<file path="config.mk">
export PLATFORM = sky130hd
export DESIGN_NAME = mso_phase_ram
export DESIGN_NICKNAME = d
export VERILOG_FILES = /design/src/sv/mso_pkg.sv /design/src/sv/mso_phase_ram.sv
export SDC_FILE = /design/constraint.sdc
export NUM_CORES = 1
export LEC_CHECK = 0
export BUFFER_PORTS_ARGS = -buffer_cell sky130_fd_sc_hd__buf_2
export CAP_MARGIN = 20
export CORE_MARGIN = 3
export CORE_UTILIZATION = 45
export DETAILED_ROUTE_END_ITERATION = 8
export PLACE_DENSITY = 0.69
export SLEW_MARGIN = 40
export SYNTH_ARGS = -nofsm -noshare
export SYNTH_HDL_FRONTEND = slang
export SYNTH_SLANG_ARGS = --single-unit
</file>
<file path="constraint.sdc">
create_clock -name i_clk -period 6.9 [get_ports i_clk]
set_input_delay 1.38 -clock i_clk [delete_from_list [all_inputs] [get_ports i_clk]]
set_output_delay 1.38 -clock i_clk [all_outputs]
set_load 0.05 [all_outputs]
</file>
<file path="src/sv/mso_pkg.sv">
package mso_pkg;

    // Default configuration of the oscillator bank.
    localparam int CHANNELS_DEF        = 8;
    localparam int SINE_ADDR_BITS_DEF  = 10;

    // Width used to compare a channel number against the channel count.
    localparam int CH_EXT_W = 7;

    // Fixed-point constants of the quarter-wave table (Q1.30).
    localparam logic [63:0] HALF_PI_Q30 = 64'd1686629713;
    localparam logic [63:0] ONE_Q30     = 64'd1073741824;
    localparam int          ENTRY_W     = 31;
    localparam int          TAYLOR_MAX  = 24;

    // Output scaling: multiply by 0x7fff, then drop 45 fraction bits.
    localparam int          AMP_W       = 16;
    localparam int          SAMPLE_W    = 16;
    localparam int          PROD_W      = ENTRY_W + AMP_W;
    localparam int          SCALE_SHIFT = 15;
    localparam int          SCALED_W    = PROD_W + SCALE_SHIFT;
    localparam int          DROP_BITS   = 45;
    localparam int          MAG_W       = 15;
    localparam logic [16:0] MAG_LIMIT   = 17'd32767;

    // Sideband that travels with a sample through the scaling stages.
    typedef struct packed {
        logic                       gen_en;
        logic                       neg;
        logic                       mix;
        logic signed [SAMPLE_W-1:0] prior;
        logic                       last;
    } t_side;

    // Unsigned long division by shift and subtract.
    // Only evaluated while the quarter-wave table is elaborated.
    function automatic logic [63:0] udiv64(input logic [63:0] num, input logic [63:0] den);
        logic [63:0] quo;
        logic [64:0] rem;
        quo = '0;
        rem = '0;
        for (int b = 63; b >= 0; b--) begin
            rem = {rem[63:0], num[b]};
            if (rem >= {1'b0, den}) begin
                rem    = rem - {1'b0, den};
                quo[b] = 1'b1;
            end
        end
        return quo;
    endfunction

    // Sine of a Q30 angle by Taylor series, clamped to [0, 1.0].
    // Used only while the quarter-wave table is elaborated.
    function automatic logic [ENTRY_W-1:0] sine_q30(input logic [63:0] x);
        logic [63:0]        x2;
        logic [63:0]        term;
        logic signed [63:0] sum;
        logic [63:0]        div;
        x2   = (x * x) >> 30;
        term = x;
        sum  = signed'(x);
        for (int k = 1; k < TAYLOR_MAX; k++) begin
            if (term != 64'd0) begin
                div  = 64'((2 * k) * (2 * k + 1));
                term = udiv64((term * x2) >> 30, div);
                if (k[0]) begin
                    sum = sum - signed'(term);
                end else begin
                    sum = sum + signed'(term);
                end
            end
        end
        if (sum < 0) begin
            sum = 64'sd0;
        end
        if (sum > signed'(ONE_Q30)) begin
            sum = signed'(ONE_Q30);
        end
        return ENTRY_W'(sum);
    endfunction

endpackage

</file>
<file path="src/sv/mso_phase_ram.sv">
module mso_phase_ram
    import mso_pkg::*;
#(
    parameter int DEPTH = CHANNELS_DEF,
    parameter int AW    = 3
) (
    input  logic          i_clk,
    input  logic          i_rst_n,
    input  logic          i_en,
    input  logic [AW-1:0] i_rd_addr,
    input  logic          i_wr_en,
    input  logic [AW-1:0] i_wr_addr,
    input  logic [31:0]   i_wr_data,
    output logic [31:0]   o_rd_data
);

    logic [31:0]      r_mem [DEPTH];
    logic [DEPTH-1:0] r_vld;
    logic [31:0]      r_rd_data;
    logic             r_rd_vld;

    // Phase storage: one write port, one registered read port.
    always_ff @(posedge i_clk) begin
        if (i_wr_en) begin
            r_mem[i_wr_addr] <= i_wr_data;
        end
        if (i_en) begin
            r_rd_data <= r_mem[i_rd_addr];
        end
    end

    // Written-since-reset flags; an unwritten entry reads as phase zero.
    always_ff @(posedge i_clk) begin
        if (!i_rst_n) begin
            r_vld    <= '0;
            r_rd_vld <= 1'b0;
        end else begin
            if (i_wr_en) begin
                r_vld[i_wr_addr] <= 1'b1;
            end
            if (i_en) begin
                r_rd_vld <= r_vld[i_rd_addr];
            end
        end
    end

    assign o_rd_data = r_rd_vld ? r_rd_data : 32'd0;

endmodule

</file>
Yosys cells after proc, flatten, opt, wreduce, memory -nomap -nowiden
Memories as Yosys holds them, arrays and structs flattened. A register that Yosys moved wholly into a read port is not among the register bits.
Index checks and enable logic that the tools add are counted.
Operators by class
  $lt $le $gt $ge: 3
  mux-type cells: 7
  bitwise gates (word level): 1
  reduce and logical (&&, ||, !) cells: 1
Operators by type and width (count)
  $mux 32: 1
  $lt 3x4->1 const B: 2
  $or 8x8->8: 1
  $mux 1: 4
  $bmux 1 s3: 1
  $demux 1 s3: 1
  $ge 3x1->1 const B: 1
  $logic_and 1x1->1: 1
Word-level totals
  register bits: 9
  memory bits (writable): 256
  output and inout port bits: 32
  word-level logic and storage cells: 15
  memories: 1
Memory list
  r_mem: words 8, bits a word 32, rd ports 1, clocked after memory_dff 1, wr ports 1, line mso_phase_ram.sv:17  | logic [31:0] r_mem [DEPTH];

Depth between registers and ports, before layout
Gate-level depths: netlist (run 1).
  depth in word-level cells: 5
  gate-level depth with buffers: 6
  depth with buffers taken out: 3

Worst setup path after synthesis (run 1)
No wires, ideal clock.
  kind: in2reg
  from: in i_wr_addr[2]
  to: mem r_mem[0][0] (enable)
  setup time: 0.464 ns
  arrival: 3.816 ns
  slack: 2.620 ns
  stages on the path: 2
  path through: nand2b_1 > nor3_1
RTL lines
  start, declared: line mso_phase_ram.sv:12  | input logic [AW-1:0] i_wr_addr,
  end, declared: line mso_phase_ram.sv:17
Straight into the memory's write port.

Final worst setup path (run 1)
  from: reg r_rd_vld
  to: out o_rd_data[17]
Between the ends
  word-level cells in the longest chain between the ends: 1
Ends and longest elaborated chain
  start, declared: line mso_phase_ram.sv:20  | logic r_rd_vld;
  start signal, assigned: line mso_phase_ram.sv:42  | r_rd_vld <= r_vld[i_rd_addr];
  $mux 32: line mso_phase_ram.sv:47  | assign o_rd_data = r_rd_vld ? r_rd_data : 32'd0;
  end, declared: line mso_phase_ram.sv:14  | output logic [31:0] o_rd_data
Every way passes these cells.

==> run metrics, run 1 <==
most frequent standard cell in the layout excluding fill and tap cells sky130_fd_sc_hd__edfxtp_1; count of antenna-violating nets left after detailed routing 0; num ports 74; insertion delay to the later sink of the worst-skew pair 0.52 ns; CP required 5.52 ns; max-slew violations 0; post-cts hold buffer count 0; Leak 4.320 nW; level count of the clock H-tree 1; Setup Fix Bufs, Post-CTS 0; DRC Markers 0; run status completed; worst reg-to-reg setup slack 5.40 ns; maximum vdd drop 0.2189 mV; final worst-path setup slack 3.346 ns; detailed-routing iteration count for the pre-antenna-repair pass 4; basic-gate share of the synthesized area counting and, or, nand and nor cells 2.304%; Worst path slowest cell sky130_fd_sc_hd__dfxtp_1; starting DRC count in detailed routing 289; share of the synthesized netlist area taken by xor and xnor gates 0%; largest net degree at the start of global routing 66; worst hold path endpoint r_vld[5]$_SDFFE_PN0P_; delay of the slowest cell on the worst path 0.77 ns; r2r endpoint r_rd_vld$_SDFFE_PN0P_; Setup Total Neg Slack 0 ns; post-synthesis compound-gate area fraction 0.6566%; multiplexer share of the synthesized area 17.18%; # resized after CTS 0; worst-path fanout max 17; Power per Cell Area 291.4 mW/mm²; number of global-route vias before repair 5,438; overall track demand over capacity in global routing 16.09%; Setup WS pre-CTS 3.069 ns; initial antenna violation count 2; number of CTS-inserted buffers 29; Die Height 164.1 µm; Post-layout nets 610; CP top delay family flip-flops; unrepaired setup endpoints after global routing false; Synth-to-Final Area Change 14.89%; average vias per placed instance 5.420; clock-pin slew reported for the worst setup and hold paths after clock tree synthesis 0.06 ns; Syn Nets 518; Unique masters post-synth 20; Chip Width 164.1 µm; first-pass GRT wire length 32,010 µm; buffer levels on the longest clock path 3; mean instance size in the synthesized netlist 23.62 µm²; R2R cell count 3; clock tree root buffer cell sky130_fd_sc_hd__clkbuf_16; Worst Skew 0.004122 ns; HP Class reg2reg; instance count along the most critical hold path 1; Seq cells post-synth 297; site row count 57; number of instances in the synthesized netlist 476; max_slew headroom 52.31%; start point of the worst hold path r_vld[5]$_SDFFE_PN0P_; Critical Path Source Type register; number of clock sinks seen by CTS 297; worst-margin pin slew 0.7153 ns; floorplan die area 0.02692 mm²; Core Region 0.02446 mm²; TritonCTS clock tree yes; number of vias after detailed routing 4,959; worst setup path class reg2out; fin crit period 3.554 ns; top library cells by usage in the layout, fill and taps aside sky130_fd_sc_hd__edfxtp_1, sky130_fd_sc_hd__buf_2, sky130_fd_sc_hd__mux4_2, sky130_fd_sc_hd__and2_1, sky130_fd_sc_hd__clkbuf_16; dominant combinational cell family by area after synthesis multiplexers; portion of the post-synthesis area used by sequential elements 78.52%; adder-cell area share of the yosys netlist 0%; number of hold violations in the final report 0; area of the mapped netlist 0.01124 mm²; cell-by-cell trace of the critical path buf_4 > and2_1 > buf_2; aggregate global routing overflow 0; initial core utilization 45.96%; routed len/inst 22.83 µm; Critical R2R Launch r_rd_vld$_SDFFE_PN0P_; Detailed Route WL 20,890 µm; MaxCap Viol Count 0; Critical path buffers and inverters 2; number of setup violations in the final report 0; port buffer count 73; routability cong. 0.6750; Warnings, synthesis 0; placed wire-length estimate 11,170 µm; layout cells sized above 1 38.10%; maximum achievable frequency 281.4 MHz; Crit path arrival time 2.17 ns; Final period util 51.50%; critical path endpoint category output port
## layout make-up
type	count	area, µm²
timing repair buffer	84	459.2
sequential	297	8828
antenna	3	7.507
clock buffer	33	740.7
tap	324	405.4
fill	1905	11540
multi-input combinational	156	2320
clock inverter	18	156.4
## synthesized netlist by cell type (all sizes together)
master / n / share of area [%]
a21oi: 1 / 0.078
and2: 32 / 1.8
buf: 15 / 1.1
clkbuf: 8 / 0.27
dfxtp: 9 / 1.6
edfxtp: 288 / 77
mux2: 32 / 3.7
mux2i: 4 / 0.36
mux4: 65 / 13
nand2: 2 / 0.067
nand2b: 3 / 0.17
nor2: 6 / 0.20
nor3: 2 / 0.089
o21a: 8 / 0.53
o21ai: 1 / 0.044
## through the flow
stage	area, µm²	hold WS [ns]	util (%)	power (mW)	std cells
final	12920	0.4780	52.81	3.764	915
after global placement	12010	0.4456	49.08	2.318	861
after CTS	12910	0.4728	52.77	3.805	912
after floorplan	11240	0.4400	-	2.252	476
after global routing	12910	0.4974	52.79	3.894	913
after detailed placement	12010	0.4587	49.11	2.330	861
## how the worst max path moves through the flow
| stage | from | endpoint | slack (ns) | cells after the start |
|---|---|---|---|---|
| 2_1_floorplan | i_wr_addr[2] | r_mem[0][0]$_DFFE_PP_ | 2.62 | 2 |
| 3_3_place_gp | i_rd_addr[0] | r_rd_data[30]$_DFFE_PP_ | 3.12 | 4 |
| 3_5_place_dp | i_rd_addr[0] | r_rd_data[21]$_DFFE_PP_ | 3.07 | 4 |
| 4_1_cts | r_rd_vld$_SDFFE_PN0P_ | o_rd_data[17] | 3.26 | 3 |
| 5_1_grt | r_rd_vld$_SDFFE_PN0P_ | o_rd_data[17] | 3.24 | 3 |
| 6_report | r_rd_vld$_SDFFE_PN0P_ | o_rd_data[17] | 3.35 | 3 |
## flip-flops by register name (all words and copies together) (netlist names)
signal / cells
r_mem: 256
r_rd_data: 32
r_vld: 8
r_rd_vld: 1
## where the power goes
| part | total [mW] | internal (mW) | switching [mW] |
|---|---|---|---|
| logic | 0.216 | 0.0924 | 0.124 |
| clock network | 1.48 | 0.873 | 0.603 |
| registers | 2.07 | 2.05 | 0.0179 |
| total | 3.76 | 3.02 | 0.745 |
## cells by family after synthesis
| kind of cell | count (synthesis) |
|---|---|
| flip-flops | 297 |
| AO/OA/AOI/OAI | 10 |
| buffers and inverters | 23 |
| multiplexers | 101 |
| AND/OR/NAND/NOR | 45 |
## routing by layer
metal	GRT usage, %	part of all wire, %
met5	0	0.062
met4	3.422	1.9
met3	2.850	5.7
met2	27.40	51
met1	22.06	41
Note: power is estimated with default switching activity, not from simulation.
==> run 2, diff against run 1 <==
Clock period 6.9 ns to 3.4 ns, I/O delays scaled along.
==> run 2 against run 1 <==
Net effect:
- clock skew rose by 0.015 ns
- critical path type unchanged
- clock power rose by 110%
- combinational power rose by 110%
- highest routed layer unchanged
- largest power group unchanged
- critical path depth did not move
- sequential power rose by 100%
- design area rose by 1.5%
- non-clock buffer count rose by 8
- hold slack got worse by 0.086 ns
==> run metrics, run 2 (synthesized netlist as in run 1, its figures left out) <==
layout cells sized above 1 38.90% (+0.80 points); maximum achievable frequency 356.7 MHz; clock tree root buffer cell sky130_fd_sc_hd__clkbuf_16; number of hold violations in the final report 0 (unchanged); number of CTS-inserted buffers 29 (unchanged); Setup Fix Bufs, Post-CTS 0 (unchanged); average vias per placed instance 5.424 (about the same); number of global-route vias before repair 5,461 (+0.42%); worst-path fanout max 17 (unchanged); unrepaired setup endpoints after global routing false; Final period util 82.45%; insertion delay to the later sink of the worst-skew pair 0.55 ns (+0.03 ns); maximum vdd drop 0.5344 mV (+140%); buffer levels on the longest clock path 3 (unchanged); level count of the clock H-tree 1 (unchanged); TritonCTS clock tree yes; clock-pin slew reported for the worst setup and hold paths after clock tree synthesis 0.06 ns (about the same); first-pass GRT wire length 32,850 µm (+2.6%); max-slew violations 0 (unchanged); overall track demand over capacity in global routing 16.59% (+0.49 points); Detailed Route WL 21,520 µm (+3.0%); routed len/inst 23.31 µm (+2.1%); worst reg-to-reg setup slack 1.93 ns (-3.47 ns); CP top delay family flip-flops; Chip Width 164.1 µm (unchanged); routability cong. 0.7010 (+3.9%); utilization after layout 53.58% (+0.78 points); Post-layout nets 618 (+1.3%); placed wire-length estimate 12,160 µm (+8.9%); top library cells by usage in the layout, fill and taps aside sky130_fd_sc_hd__edfxtp_1, sky130_fd_sc_hd__buf_2, sky130_fd_sc_hd__mux4_2, sky130_fd_sc_hd__and2_1, sky130_fd_sc_hd__clkbuf_16; Critical path buffers and inverters 2 (unchanged); MaxCap Viol Count 0 (unchanged); Core Region 0.02446 mm² (unchanged); Synth-to-Final Area Change 16.58%; Crit path arrival time 2.12 ns (-0.05 ns); largest net degree at the start of global routing 44 (-33%); max_slew headroom 42.95% (-9.4 points); cell-by-cell trace of the critical path buf_4 > and2_1 > buf_2; starting DRC count in detailed routing 347 (+20%); fin crit period 2.803 ns; Critical Path Source Type register; HP Class in2reg; CP required 2.72 ns (-2.80 ns); Largest Register r_mem; initial core utilization 45.96% (unchanged); Die Height 164.1 µm (unchanged); # resized after CTS 0 (unchanged); delay of the slowest cell on the worst path 0.87 ns (+0.10 ns); worst-margin pin slew 0.8546 ns (+0.1393 ns); number of setup violations in the final report 0 (unchanged); Power per Cell Area 587.3 mW/mm² (+100%); largest registers r_mem: 256 flops, r_rd_data: 32 flops, r_vld: 8 flops; critical path endpoint category output port; DRC Markers 0 (unchanged); site row count 57 (unchanged); number of clock sinks seen by CTS 297 (unchanged); initial antenna violation count 1 (-1); number of vias after detailed routing 5,006 (+0.95%); post-cts hold buffer count 0 (unchanged); port buffer count 73 (unchanged); Post-Layout Cell Count 923 (+0.87%); worst setup path class reg2out; run status completed; aggregate global routing overflow 0 (unchanged); number of cells in the design after placement 869 (+0.93%); Leak 4.404 nW (+2.0%); Worst Skew 0.01936 ns (+0.01524 ns); floorplan die area 0.02692 mm² (unchanged); detailed-routing iteration count for the pre-antenna-repair pass 4 (unchanged); max FFs per register 256 (unchanged); total power after layout 7.699 mW (+100%); most frequent standard cell in the layout excluding fill and tap cells sky130_fd_sc_hd__edfxtp_1; Setup Total Neg Slack 0 ns (unchanged); ANT cells 0 (-3); Worst path slowest cell sky130_fd_sc_hd__dfxtp_1; num ports 74 (unchanged); count of antenna-violating nets left after detailed routing 0 (unchanged)
## run 2: power by group
part | internal [mW] | switching [mW] | leakage (nW)
sequential | 4.17 | 0.0387 | 2.71
combinational | 0.201 | 0.256 | 1.24
clock | 1.77 | 1.27 | 0.450
total | 6.14 | 1.56 | 4.40
## run 2: final cells by class
| class | instances | area, µm² |
|---|---|---|
| timing repair buffer | 92 | 623.1 |
| tap | 324 | 405.4 |
| clock buffer | 45 | 837.1 |
| sequential | 297 | 8828 |
| fill | 1876 | 11350 |
| clock inverter | 9 | 81.33 |
| multi-input combinational | 156 | 2332 |
## run 2: worst register-to-register path, cell delays in order, from the launching register on
cell	delay [ns]
sky130_fd_sc_hd__dfxtp_1	0.87
sky130_fd_sc_hd__buf_4	0.28
sky130_fd_sc_hd__o21ai_0	0.11
sky130_fd_sc_hd__a21oi_2	0.14
## run 2: final timing paths
check | depth (start not counted) | to | from
max | 3 | o_rd_data[14] | r_rd_vld$_SDFFE_PN0P_
min | 1 | r_mem[4][10]$_DFFE_PP_ | i_wr_data[10]
max reg2reg | 3 | r_rd_vld$_SDFFE_PN0P_ | r_rd_vld$_SDFFE_PN0P_
min reg2reg | 1 | r_vld[0]$_SDFFE_PN0P_ | r_vld[0]$_SDFFE_PN0P_
## run 2: metal layers
layer | up-vias | GRT usage (%) | share of wire (%)
met5 | - | 0 | 0.060
met4 | 2 | 2.884 | 1.4
met3 | 28 | 3.531 | 5.2
met2 | 135 | 29.78 | 53
met1 | 2657 | 21.14 | 40
li1 | 2184 | - | -
## run 2: per-stage QoR
| stage | worst slack, ns | hold WS [ns] | instance area, µm² |
|---|---|---|---|
| finish | 0.5968 | 0.3918 | 13110 |
| global route | 0.5087 | 0.3866 | 13110 |
| CTS | 0.5635 | 0.3808 | 13110 |
| detailed placement | 0.8469 | 0.4542 | 12190 |
| global placement | 0.8432 | 0.4463 | 12190 |
| floorplan | 0.6976 | 0.4400 | 11250 |
