File: config.mk
export PLATFORM = sky130hd
export DESIGN_NAME = mso_amp_scale
export DESIGN_NICKNAME = d
export VERILOG_FILES = /design/src/sv/mso_pkg.sv /design/src/sv/mso_amp_scale.sv
export SDC_FILE = /design/constraint.sdc
export NUM_CORES = 1
export LEC_CHECK = 0
export BUFFER_PORTS_ARGS = -buffer_cell sky130_fd_sc_hd__clkbuf_2
export CAP_MARGIN = 20
export CELL_PAD_IN_SITES_DETAIL_PLACEMENT = 0
export CELL_PAD_IN_SITES_GLOBAL_PLACEMENT = 1
export CORE_ASPECT_RATIO = 1.5
export CORE_MARGIN = 5
export CORE_UTILIZATION = 55
export CTS_CLUSTER_SIZE = 30
export DETAILED_ROUTE_END_ITERATION = 8
export GPL_TIMING_DRIVEN = 0
export PLACE_DENSITY_LB_ADDON = 0.1
export SLEW_MARGIN = 15
export SYNTH_ARGS = -nofsm -noshare
export SYNTH_HDL_FRONTEND = slang
export SYNTH_SLANG_ARGS = --single-unit
File: constraint.sdc
create_clock -name i_clk -period 12.8 [get_ports i_clk]
set_input_delay 0.64 -clock i_clk [delete_from_list [all_inputs] [get_ports i_clk]]
set_output_delay 0.64 -clock i_clk [all_outputs]
set_load 0.01 [all_outputs]
File: src/sv/mso_pkg.sv
package mso_pkg;

    // Default configuration of the oscillator bank.
    localparam int CHANNELS_DEF        = 8;
    localparam int SINE_ADDR_BITS_DEF  = 10;

    // Width used to compare a channel number against the channel count.
    localparam int CH_EXT_W = 7;

    // Fixed-point constants of the quarter-wave table (Q1.30).
    localparam logic [63:0] HALF_PI_Q30 = 64'd1686629713;
    localparam logic [63:0] ONE_Q30     = 64'd1073741824;
    localparam int          ENTRY_W     = 31;
    localparam int          TAYLOR_MAX  = 24;

    // Output scaling: multiply by 0x7fff, then drop 45 fraction bits.
    localparam int          AMP_W       = 16;
    localparam int          SAMPLE_W    = 16;
    localparam int          PROD_W      = ENTRY_W + AMP_W;
    localparam int          SCALE_SHIFT = 15;
    localparam int          SCALED_W    = PROD_W + SCALE_SHIFT;
    localparam int          DROP_BITS   = 45;
    localparam int          MAG_W       = 15;
    localparam logic [16:0] MAG_LIMIT   = 17'd32767;

    // Sideband that travels with a sample through the scaling stages.
    typedef struct packed {
        logic                       gen_en;
        logic                       neg;
        logic                       mix;
        logic signed [SAMPLE_W-1:0] prior;
        logic                       last;
    } t_side;

    // Unsigned long division by shift and subtract.
    // Only evaluated while the quarter-wave table is elaborated.
    function automatic logic [63:0] udiv64(input logic [63:0] num, input logic [63:0] den);
        logic [63:0] quo;
        logic [64:0] rem;
        quo = '0;
        rem = '0;
        for (int b = 63; b >= 0; b--) begin
            rem = {rem[63:0], num[b]};
            if (rem >= {1'b0, den}) begin
                rem    = rem - {1'b0, den};
                quo[b] = 1'b1;
            end
        end
        return quo;
    endfunction

    // Sine of a Q30 angle by Taylor series, clamped to [0, 1.0].
    // Used only while the quarter-wave table is elaborated.
    function automatic logic [ENTRY_W-1:0] sine_q30(input logic [63:0] x);
        logic [63:0]        x2;
        logic [63:0]        term;
        logic signed [63:0] sum;
        logic [63:0]        div;
        x2   = (x * x) >> 30;
        term = x;
        sum  = signed'(x);
        for (int k = 1; k < TAYLOR_MAX; k++) begin
            if (term != 64'd0) begin
                div  = 64'((2 * k) * (2 * k + 1));
                term = udiv64((term * x2) >> 30, div);
                if (k[0]) begin
                    sum = sum - signed'(term);
                end else begin
                    sum = sum + signed'(term);
                end
            end
        end
        if (sum < 0) begin
            sum = 64'sd0;
        end
        if (sum > signed'(ONE_Q30)) begin
            sum = signed'(ONE_Q30);
        end
        return ENTRY_W'(sum);
    endfunction

endpackage

File: src/sv/mso_amp_scale.sv
module mso_amp_scale
    import mso_pkg::*;
(
    input  logic                       i_clk,
    input  logic                       i_en,
    input  logic [AMP_W-1:0]           i_amp,
    input  t_side                      i_side,
    input  logic [ENTRY_W-1:0]         i_entry,
    output logic signed [SAMPLE_W-1:0] o_sample,
    output logic                       o_overflow,
    output logic                       o_block_last
);

    logic [AMP_W-1:0]           r_amp;
    t_side                      r_side2;
    logic [PROD_W-1:0]          r_prod;
    t_side                      r_side3;
    logic [MAG_W-1:0]           r_mag;
    t_side                      r_side4;
    logic signed [SAMPLE_W-1:0] r_sample;
    logic                       r_overflow;
    logic                       r_last;

    logic [PROD_W-1:0]          prod;
    logic [SCALED_W-1:0]        scaled;
    logic [16:0]                mag_wide;
    logic [MAG_W-1:0]           mag;
    logic signed [16:0]         gen;
    logic signed [16:0]         sum;
    logic signed [SAMPLE_W-1:0] n_sample;
    logic                       n_overflow;

    // Table entry times amplitude.
    assign prod = PROD_W'(i_entry) * PROD_W'(r_amp);

    // Times 0x7fff as a shift and subtract, drop the fraction, saturate.
    assign scaled   = {r_prod, {SCALE_SHIFT{1'b0}}} - SCALED_W'(r_prod);
    assign mag_wide = scaled[DROP_BITS +: 17];
    assign mag      = (mag_wide > MAG_LIMIT) ? MAG_LIMIT[MAG_W-1:0] : mag_wide[MAG_W-1:0];

    // Apply the sign, then optionally mix into the prior sample with wrap.
    always_comb begin
        if (r_side4.gen_en) begin
            gen = r_side4.neg ? -$signed({2'b00, r_mag}) : $signed({2'b00, r_mag});
        end else begin
            gen = 17'sd0;
        end
        sum = $signed({r_side4.prior[SAMPLE_W-1], r_side4.prior}) + gen;
        if (r_side4.mix) begin
            n_sample   = sum[SAMPLE_W-1:0];
            n_overflow = sum[16] != sum[15];
        end else begin
            n_sample   = gen[SAMPLE_W-1:0];
            n_overflow = 1'b0;
        end
    end

    // Stage registers, all advancing together.
    always_ff @(posedge i_clk) begin
        if (i_en) begin
            r_amp      <= i_amp;
            r_side2    <= i_side;
            r_prod     <= prod;
            r_side3    <= r_side2;
            r_mag      <= mag;
            r_side4    <= r_side3;
            r_sample   <= n_sample;
            r_overflow <= n_overflow;
            r_last     <= r_side4.last;
        end
    end

    assign o_sample     = r_sample;
    assign o_overflow   = r_overflow;
    assign o_block_last = r_last;

endmodule

## After elaboration in Yosys (flattened, before gate mapping)

Index checks and enable logic that the tools add are counted.

- Flip-flop bits (word level): 156
- Input port bits: 69
- Word-level logic and storage cells: 30

- Add/subtract/negate cells: 3
- Multipliers: 1
- Order comparisons: 1
- Equality and inequality tests: 1
- Muxes and demuxes: 3

Operators by type and width:

| operator | count |
|---|---|
| subtractor 62 x 47 -> 62 bit | 1 |
| multiplier 31 x 16 -> 47 bit | 1 |
| 2-to-1 mux 17 bit | 2 |
| adder 16 x 17 -> 17 bit | 1 |
| > comparator 17 x 15 -> 1 bit (second input constant) | 1 |
| negator 15 -> 17 bit | 1 |
| 2-to-1 mux 16 bit | 1 |
| inequality test 1 bit | 1 |

## Depth between registers and ports, before layout

Gate-level depths: netlist (run 1).

- Depth in word-level cells: 5
- Depth in mapped cells: 25
- Mapped depth without buffers: 23

## Worst setup path after synthesis (run 1)

No wires, ideal clock.

- Path kind: input port to flip-flop
- From: input port i_entry[12]
- To: register r_prod[40] (data pin)
- Library setup time: 265 ps
- Data arrival time: 6229 ps
- Data required time: 12535 ps
- Slack: 6305 ps
- Stages: 21
- Cells stage by stage: clkbuf_1 > nand2_1 > fa_1 > fa_1 > fa_1 > inv_1 > fa_1 > fa_1 > inv_1 > fa_1 > inv_1 > ha_1 > a21oi_1 > o21ai_0 > a311oi_1 > o221ai_2 > a31oi_2 > o31ai_2 > a41oi_1 > a41oi_1 > xor2_1

- Cells in the longest elaborated chain, start to end: 1

Ends and longest elaborated chain:

| item | line | RTL |
|---|---|---|
| from (decl) | mso_amp_scale.sv:8 | `input logic [ENTRY_W-1:0] i_entry,` |
| multiplier 31 x 16 -> 47 bit | mso_amp_scale.sv:34 | `assign prod = PROD_W'(i_entry) * PROD_W'(r_amp);` |
| named net prod[40] | mso_amp_scale.sv:24 | `logic [PROD_W-1:0] prod;` |
| to (signal assigned) | mso_amp_scale.sv:63 | `r_prod <= prod;` |
| to (decl) | mso_amp_scale.sv:16 | `logic [PROD_W-1:0] r_prod;` |

The timed path passes the listed nets, and every way through them passes these cells.
A chain may end at the register's enable or synchronous reset.

## Worst setup path in the final report (run 1)

- From: register r_amp[11]
- To: register r_prod[46] (data pin)

- Cells in the longest elaborated chain, start to end: 1

Ends and longest elaborated chain:

| item | line | RTL |
|---|---|---|
| from (decl) | mso_amp_scale.sv:14 | `logic [AMP_W-1:0] r_amp;` |
| from (signal assigned) | mso_amp_scale.sv:61 | `r_amp <= i_amp;` |
| multiplier 31 x 16 -> 47 bit | mso_amp_scale.sv:34 |  |
| named net prod[46] | mso_amp_scale.sv:24 |  |

The timed path passes the listed nets, and every way through them passes these cells.

==> results of run 1 <==
==> cell families after synthesis <==
logic type,share of synthesized area
flip-flops,0.199
multiplexers,0.00517
AO/OA/AOI/OAI,0.0802
XOR/XNOR,0.0268
buffers and inverters,0.0936
AND/OR/NAND/NOR,0.160
adder cells (fa/ha/maj),0.435
==> layout by cell type (no fill, tap or decap), drive strengths merged, types with 4 or more instances in the layout <==
| cell type | n |
|---|---|
| a21oi | 91 |
| a21o | 32 |
| nor4 | 12 |
| nand2 | 358 |
| and3 | 8 |
| a2111oi | 4 |
| o21bai | 13 |
| a31oi | 12 |
| fa | 405 |
| o21ai | 50 |
| buf | 5 |
| o21a | 13 |
| a211oi | 12 |
| o211ai | 8 |
| clkbuf | 197 |
| clkinv | 6 |
| a211o | 6 |
| or4 | 4 |
| ha | 168 |
| nand2b | 10 |
| and2 | 224 |
| o31ai | 12 |
| nor3 | 14 |
| xor2 | 20 |
| xnor2 | 51 |
| edfxtp | 156 |
| nor2 | 59 |
| or3 | 6 |
| mux2 | 9 |
| inv | 490 |
| nor2b | 13 |
| nand3 | 25 |
| nand4 | 20 |
| nor3b | 4 |
==> state kept, by name (all words and copies together), names as in the netlist <==
signal and cells:
o_block_last 1, r_amp 16, o_overflow 1, r_side3 20
r_mag 15, o_sample 16, r_side2 20, r_side4 20
r_prod 47
==> path summary, 6_finish.rpt <==
path                            slack, ps           to  cells after the start
worst max register to register       4980   r_prod[46]                     22
worst min-delay path                  350     r_amp[4]                      1
worst max-delay path                 4980   r_prod[46]                     22
worst min register to register        420  r_side4[15]                      0
==> layout make-up <==
type | instances | area [sq um]
antenna | 2 | 5.00
buffer | 98 | 378
clock buffer | 17 | 425
clock inverter | 14 | 159
fill | 3739 | 16900
inverter | 485 | 1820
multi-input combinational | 1707 | 16600
sequential | 156 | 4680
tap | 564 | 706
timing repair buffer | 87 | 467
==> routing by layer <==
layer | GRT usage | share of wire | vias up
met4 | 0.173 | 0.070 | 2
li1 | - | - | 7895
met5 | 0 | 0.00010 | -
met2 | 0.529 | 0.53 | 681
met3 | 0.0388 | 0.056 | 212
met1 | 0.334 | 0.35 | 8767
==> stage by stage <==
stage                     area, sq um  utilization  std cells
after floorplan                 23500            -       2446
after global placement          24600        0.584       3096
after detailed placement        24700        0.585       3097
after CTS                       25200        0.599       3128
after global routing            25200        0.599       3129
final                           25200        0.599       3130
==> metrics.yaml, run 1 <==
synthTopCellsByArea: "fa_1 (35%), edfxtp_1 (20%), ha_1 (8.9%)"
hold_start: "i_amp[4]"
cts_root_buffer: "clkbuf_16"
syn2layout_area_growth_pct: 7.50
syn_inst: 2446
clk_latency_ps: 450
setup_tns_ps: 0
grt_max_degree: 100
cp.arrival_ps: 8090
hold_class: "primary input to flip-flop"
path_cells: "clkbuf_1 > nand2_1 > fa_1 > inv_1 > fa_1 > fa_1 > fa_1 > fa_1 > inv_1 > fa_1 > inv_1 > ha_1 > clkbuf_1 > nand2_1 > o21bai_1 > a2111oi_0 > and2_1 > a22oi_1 > a211oi_1 > a31oi_1 > mux2i_1 > a211oi_1"
clkSinkCount: 156
grt_pass1_vias: 18956
slew-limit-headroom: 0.296
slew_violations: 0
syn_nets: 3088
synth.avg_cell_area_sq_um: 9.60
layout.nets: 3194
crit_slowest_cell: "clkbuf_1"
synth_common_cells: "inv_1 (485), fa_1 (405), nand2_1 (358), and2_1 (223), ha_1 (168)"
rsz0062_at_grt: "no"
critPathBufInv: 5
crit_family: "adder cells"
worst_path_most_repeated_cell: "fa_1"
clk_pin_slew_ps: 80
cp-end-kind: "flip-flop"
pre_cts_ws_ps: 4850
cts_setup_buffers: 0
finalHoldViolations: 0
core_area_sq_mm: 0.0421
yosys_warnings: 0
wl_per_cell_microns: 21.6
crit_start: "r_amp[11]"
ys_async_sr_fraction: 0
finalCritPeriodShare: 0.611
crit_fanout: 10
antenna_left: 0
synth_most_common_cell: "inv_1"
finalClockSkew_ps: 20.4
drcViolationCount: 0
seq_area_frac_synth: 0.199
dr.pass1.iters: 8
grt_pass1_wl_mm: 105
cts_buffers: 17
place_congestion: 0.943
die_height_microns: 263
vias: 17557
antenna_found_initial: 1
initial_core_util: 0.557
status: "complete, no violations"
layout_min_cycle_time_ps: 7820
r2r_start: "r_amp[11]"
dieArea_sq_mm: 0.0470
drt-total-wl_mm: 67.5
dp_hpwl_mm: 55.8
worst_pin_slew_ps: 1060
yosysTopAreaCellShare: 0.345
max_freq_mhz: 128
die_x_microns: 179
port_buffers: 86
num_rows: 92
ctsHoldBuffers: 0
setup_viol: 0
crit_required_ps: 13070
via_per_inst: 5.61
htree_levels: 4
slowest_delay_ps: 810
grt-ovfl-total: 0
critPathKind: "flip-flop to flip-flop"
synth_edf_count: 156
layout-drive-gt1-share: 0.0585
synth_area_leader_cell: "fa_1"
post_cts_resize_count: 0
pin_count: 87
cts_max_path_buffers: 2
fin_ws_ps: 4980
synth_cell_types: 77
ys.flop_type: "edfxtp_1"
maxCapViolCount: 0
synth-seq-cells: 156
cts_tree: "built"
synth.cell_area_sq_mm: 0.0235
drtIter0Drc: 1089
grt_usage: 0.296
holdWs_ps: 354
cp-start-kind: "flip-flop"
Power of run 1 is not shown: default switching activity piles up to over one toggle a cycle in this logic, so the estimate is an artifact.
==> inputs of run 2 (changes only) <==
Settings changed: CORE_UTILIZATION 55 to 51.
Clock period 12.8 ns to 8 ns, I/O delays scaled along.
==> metrics.yaml, run 2 (synthesis gave the netlist of run 1 again) <==
grt-ovfl-total: 0  # unchanged
cts_max_path_buffers: 2  # unchanged
seqCellArea_sq_mm: 0.00468  # unchanged
port_buffers: 86  # unchanged
dr.pass1.iters: 5  # -3
dieArea_sq_mm: 0.0505  # +7.5%
max_freq_mhz: 133  # +4.4%
layout.nets: 3194  # unchanged
place_congestion: 0.949  # +0.64%
crit_fanout: 10  # unchanged
r2r_cells: 22  # unchanged
layout_min_cycle_time_ps: 7490  # -327 ps
r2r_start: "r_amp[10]"
clkSinkCount: 156  # unchanged
r2r_end: "r_prod[46]"
drcViolationCount: 0  # unchanged
pin_count: 87  # unchanged
die_height_microns: 273  # +3.7%
antenna_left: 0  # unchanged
clk_pin_slew_ps: 90  # about the same
finalClockSkew_ps: 26.8  # +6.41 ps
fillerInstances: 4300  # +15%
initial_core_util: 0.515  # -0.0429
htree_levels: 4  # unchanged
crit_start: "r_amp[10]"
grt_pass1_wl_mm: 109  # +3.8%
crit_required_ps: 8190  # -4880 ps
largest_reg_flops: 47  # unchanged
dp_hpwl_mm: 58.0  # +4.0%
via_per_inst: 5.57  # -0.72%
ctsHoldBuffers: 0  # unchanged
cts_root_buffer: "clkbuf_16"
rrSetupSlack_ps: 510  # -4470 ps
antenna_found_initial: 0  # -1
finalHoldViolations: 0  # unchanged
critPathKind: "flip-flop to flip-flop"
drt-total-wl_mm: 70.5  # +4.6%
core_area_sq_mm: 0.0456  # +8.3%
mostFrequentLayoutCell: "inv_1"
slew-limit-headroom: 0.323  # +0.0269
grt_pass1_vias: 19091  # +0.71%
wl_per_cell_microns: 22.4  # +3.8%
finalCritPeriodShare: 0.936  # +0.326
grt_usage: 0.288  # -0.00848
grt_max_degree: 85  # -15%
setup_viol: 0  # unchanged
setup_tns_ps: 0  # unchanged
cp-end-kind: "flip-flop"
diodes: 0  # -2
worst_pin_slew_ps: 1020  # -40.3 ps
clk_latency_ps: 470  # +20 ps
endpoint: "r_prod[46]"
maxCapViolCount: 0  # unchanged
cts_buffers: 17  # unchanged
hold_class: "primary input to flip-flop"
most-common-layout-cells: "inv_1 (485), fa_1 (405), nand2_1 (358)"
drtIter0Drc: 950  # -13%
die_x_microns: 185  # +3.6%
cp.arrival_ps: 7680  # -410 ps
vias: 17558  # +0.0057%
syn2layout_area_growth_pct: 7.83
layout-drive-gt1-share: 0.0596  # +0.00115
cp-start-kind: "flip-flop"
rsz0062_at_grt: "no"
status: "complete, no violations"
cts_tree: "built"
multi_input_area_sq_mm: 0.0166  # about the same
slew_violations: 0  # unchanged
num_rows: 96  # +4.3%
regMostFlops: "r_prod"
## run 2: changes by cell type in the layout (fill, tap and decap cells not counted), sizes merged
cell	change
clkinvlp	-1
diode	-2
clkdlybuf4s15	+2
clkbuf	-2
inv	+2
## run 2: final cells by class
type,instances,share of cell area
repair buffers,87,0.0184
flip-flops and latches,156,0.185
clock buffers,17,0.0168
clock inverters,15,0.00776
plain buffers,98,0.0155
inverters,485,0.0719
multi-input cells,1707,0.656
well taps,588,0.0290
## run 2: repair_timing
item | 4_1_cts | 5_1_grt
endpoints found under the setup margin | 0 | 2
gates resized for setup | 0 | 8
endpoints found under the hold margin | 0 | 0
setup buffers | 0 | 0
## run 2: critical path: stages (launching register included)
cell	delay, ps
edfxtp_1	410
clkbuf_1	730
nand2_1	190
fa_1	570
inv_1	70
fa_1	590
fa_1	470
fa_1	470
fa_1	500
inv_1	60
fa_1	490
inv_1	50
ha_1	260
clkbuf_1	280
nand2_1	120
o21bai_1	210
a2111oi_1	610
and2_1	210
a22oi_1	130
a211oi_1	400
a31oi_1	190
mux2i_1	170
a211oi_1	50
## run 2: metrics by stage
| stage | instances | hold WS, ps | worst slack (ps) | instance area, sq um | utilization |
|---|---|---|---|---|---|
| after floorplan | 2446 | 400 | 1750 | 23500 | - |
| after global placement | 3120 | 400 | 301 | 24700 | 0.540 |
| after detailed placement | 3121 | 405 | 261 | 24700 | 0.541 |
| after CTS | 3153 | 74.4 | 331 | 25300 | 0.555 |
| after global routing | 3153 | 83.0 | 30.9 | 25300 | 0.555 |
| final | 3153 | 101 | 508 | 25300 | 0.555 |
## run 2: how the worst min path moves through the flow
stage | from | cells after the start | to
2_1_floorplan | r_side4[0] | 0 | o_block_last
3_3_place_gp | r_side3[0] | 0 | r_side4[0]
3_5_place_dp | r_side2[12] | 0 | r_side3[12]
4_1_cts | i_amp[4] | 1 | r_amp[4]
5_1_grt | i_amp[4] | 1 | r_amp[4]
6_report | i_amp[4] | 1 | r_amp[4]
## run 2: layer usage
metal,share of wire,vias to the layer above,track usage
met5,0,-,0
met4,0.070,0,0.169
met3,0.059,209,0.0439
met2,0.52,694,0.513
met1,0.35,8766,0.322
li1,-,7889,-
Power of run 2 is left out for the same reason.
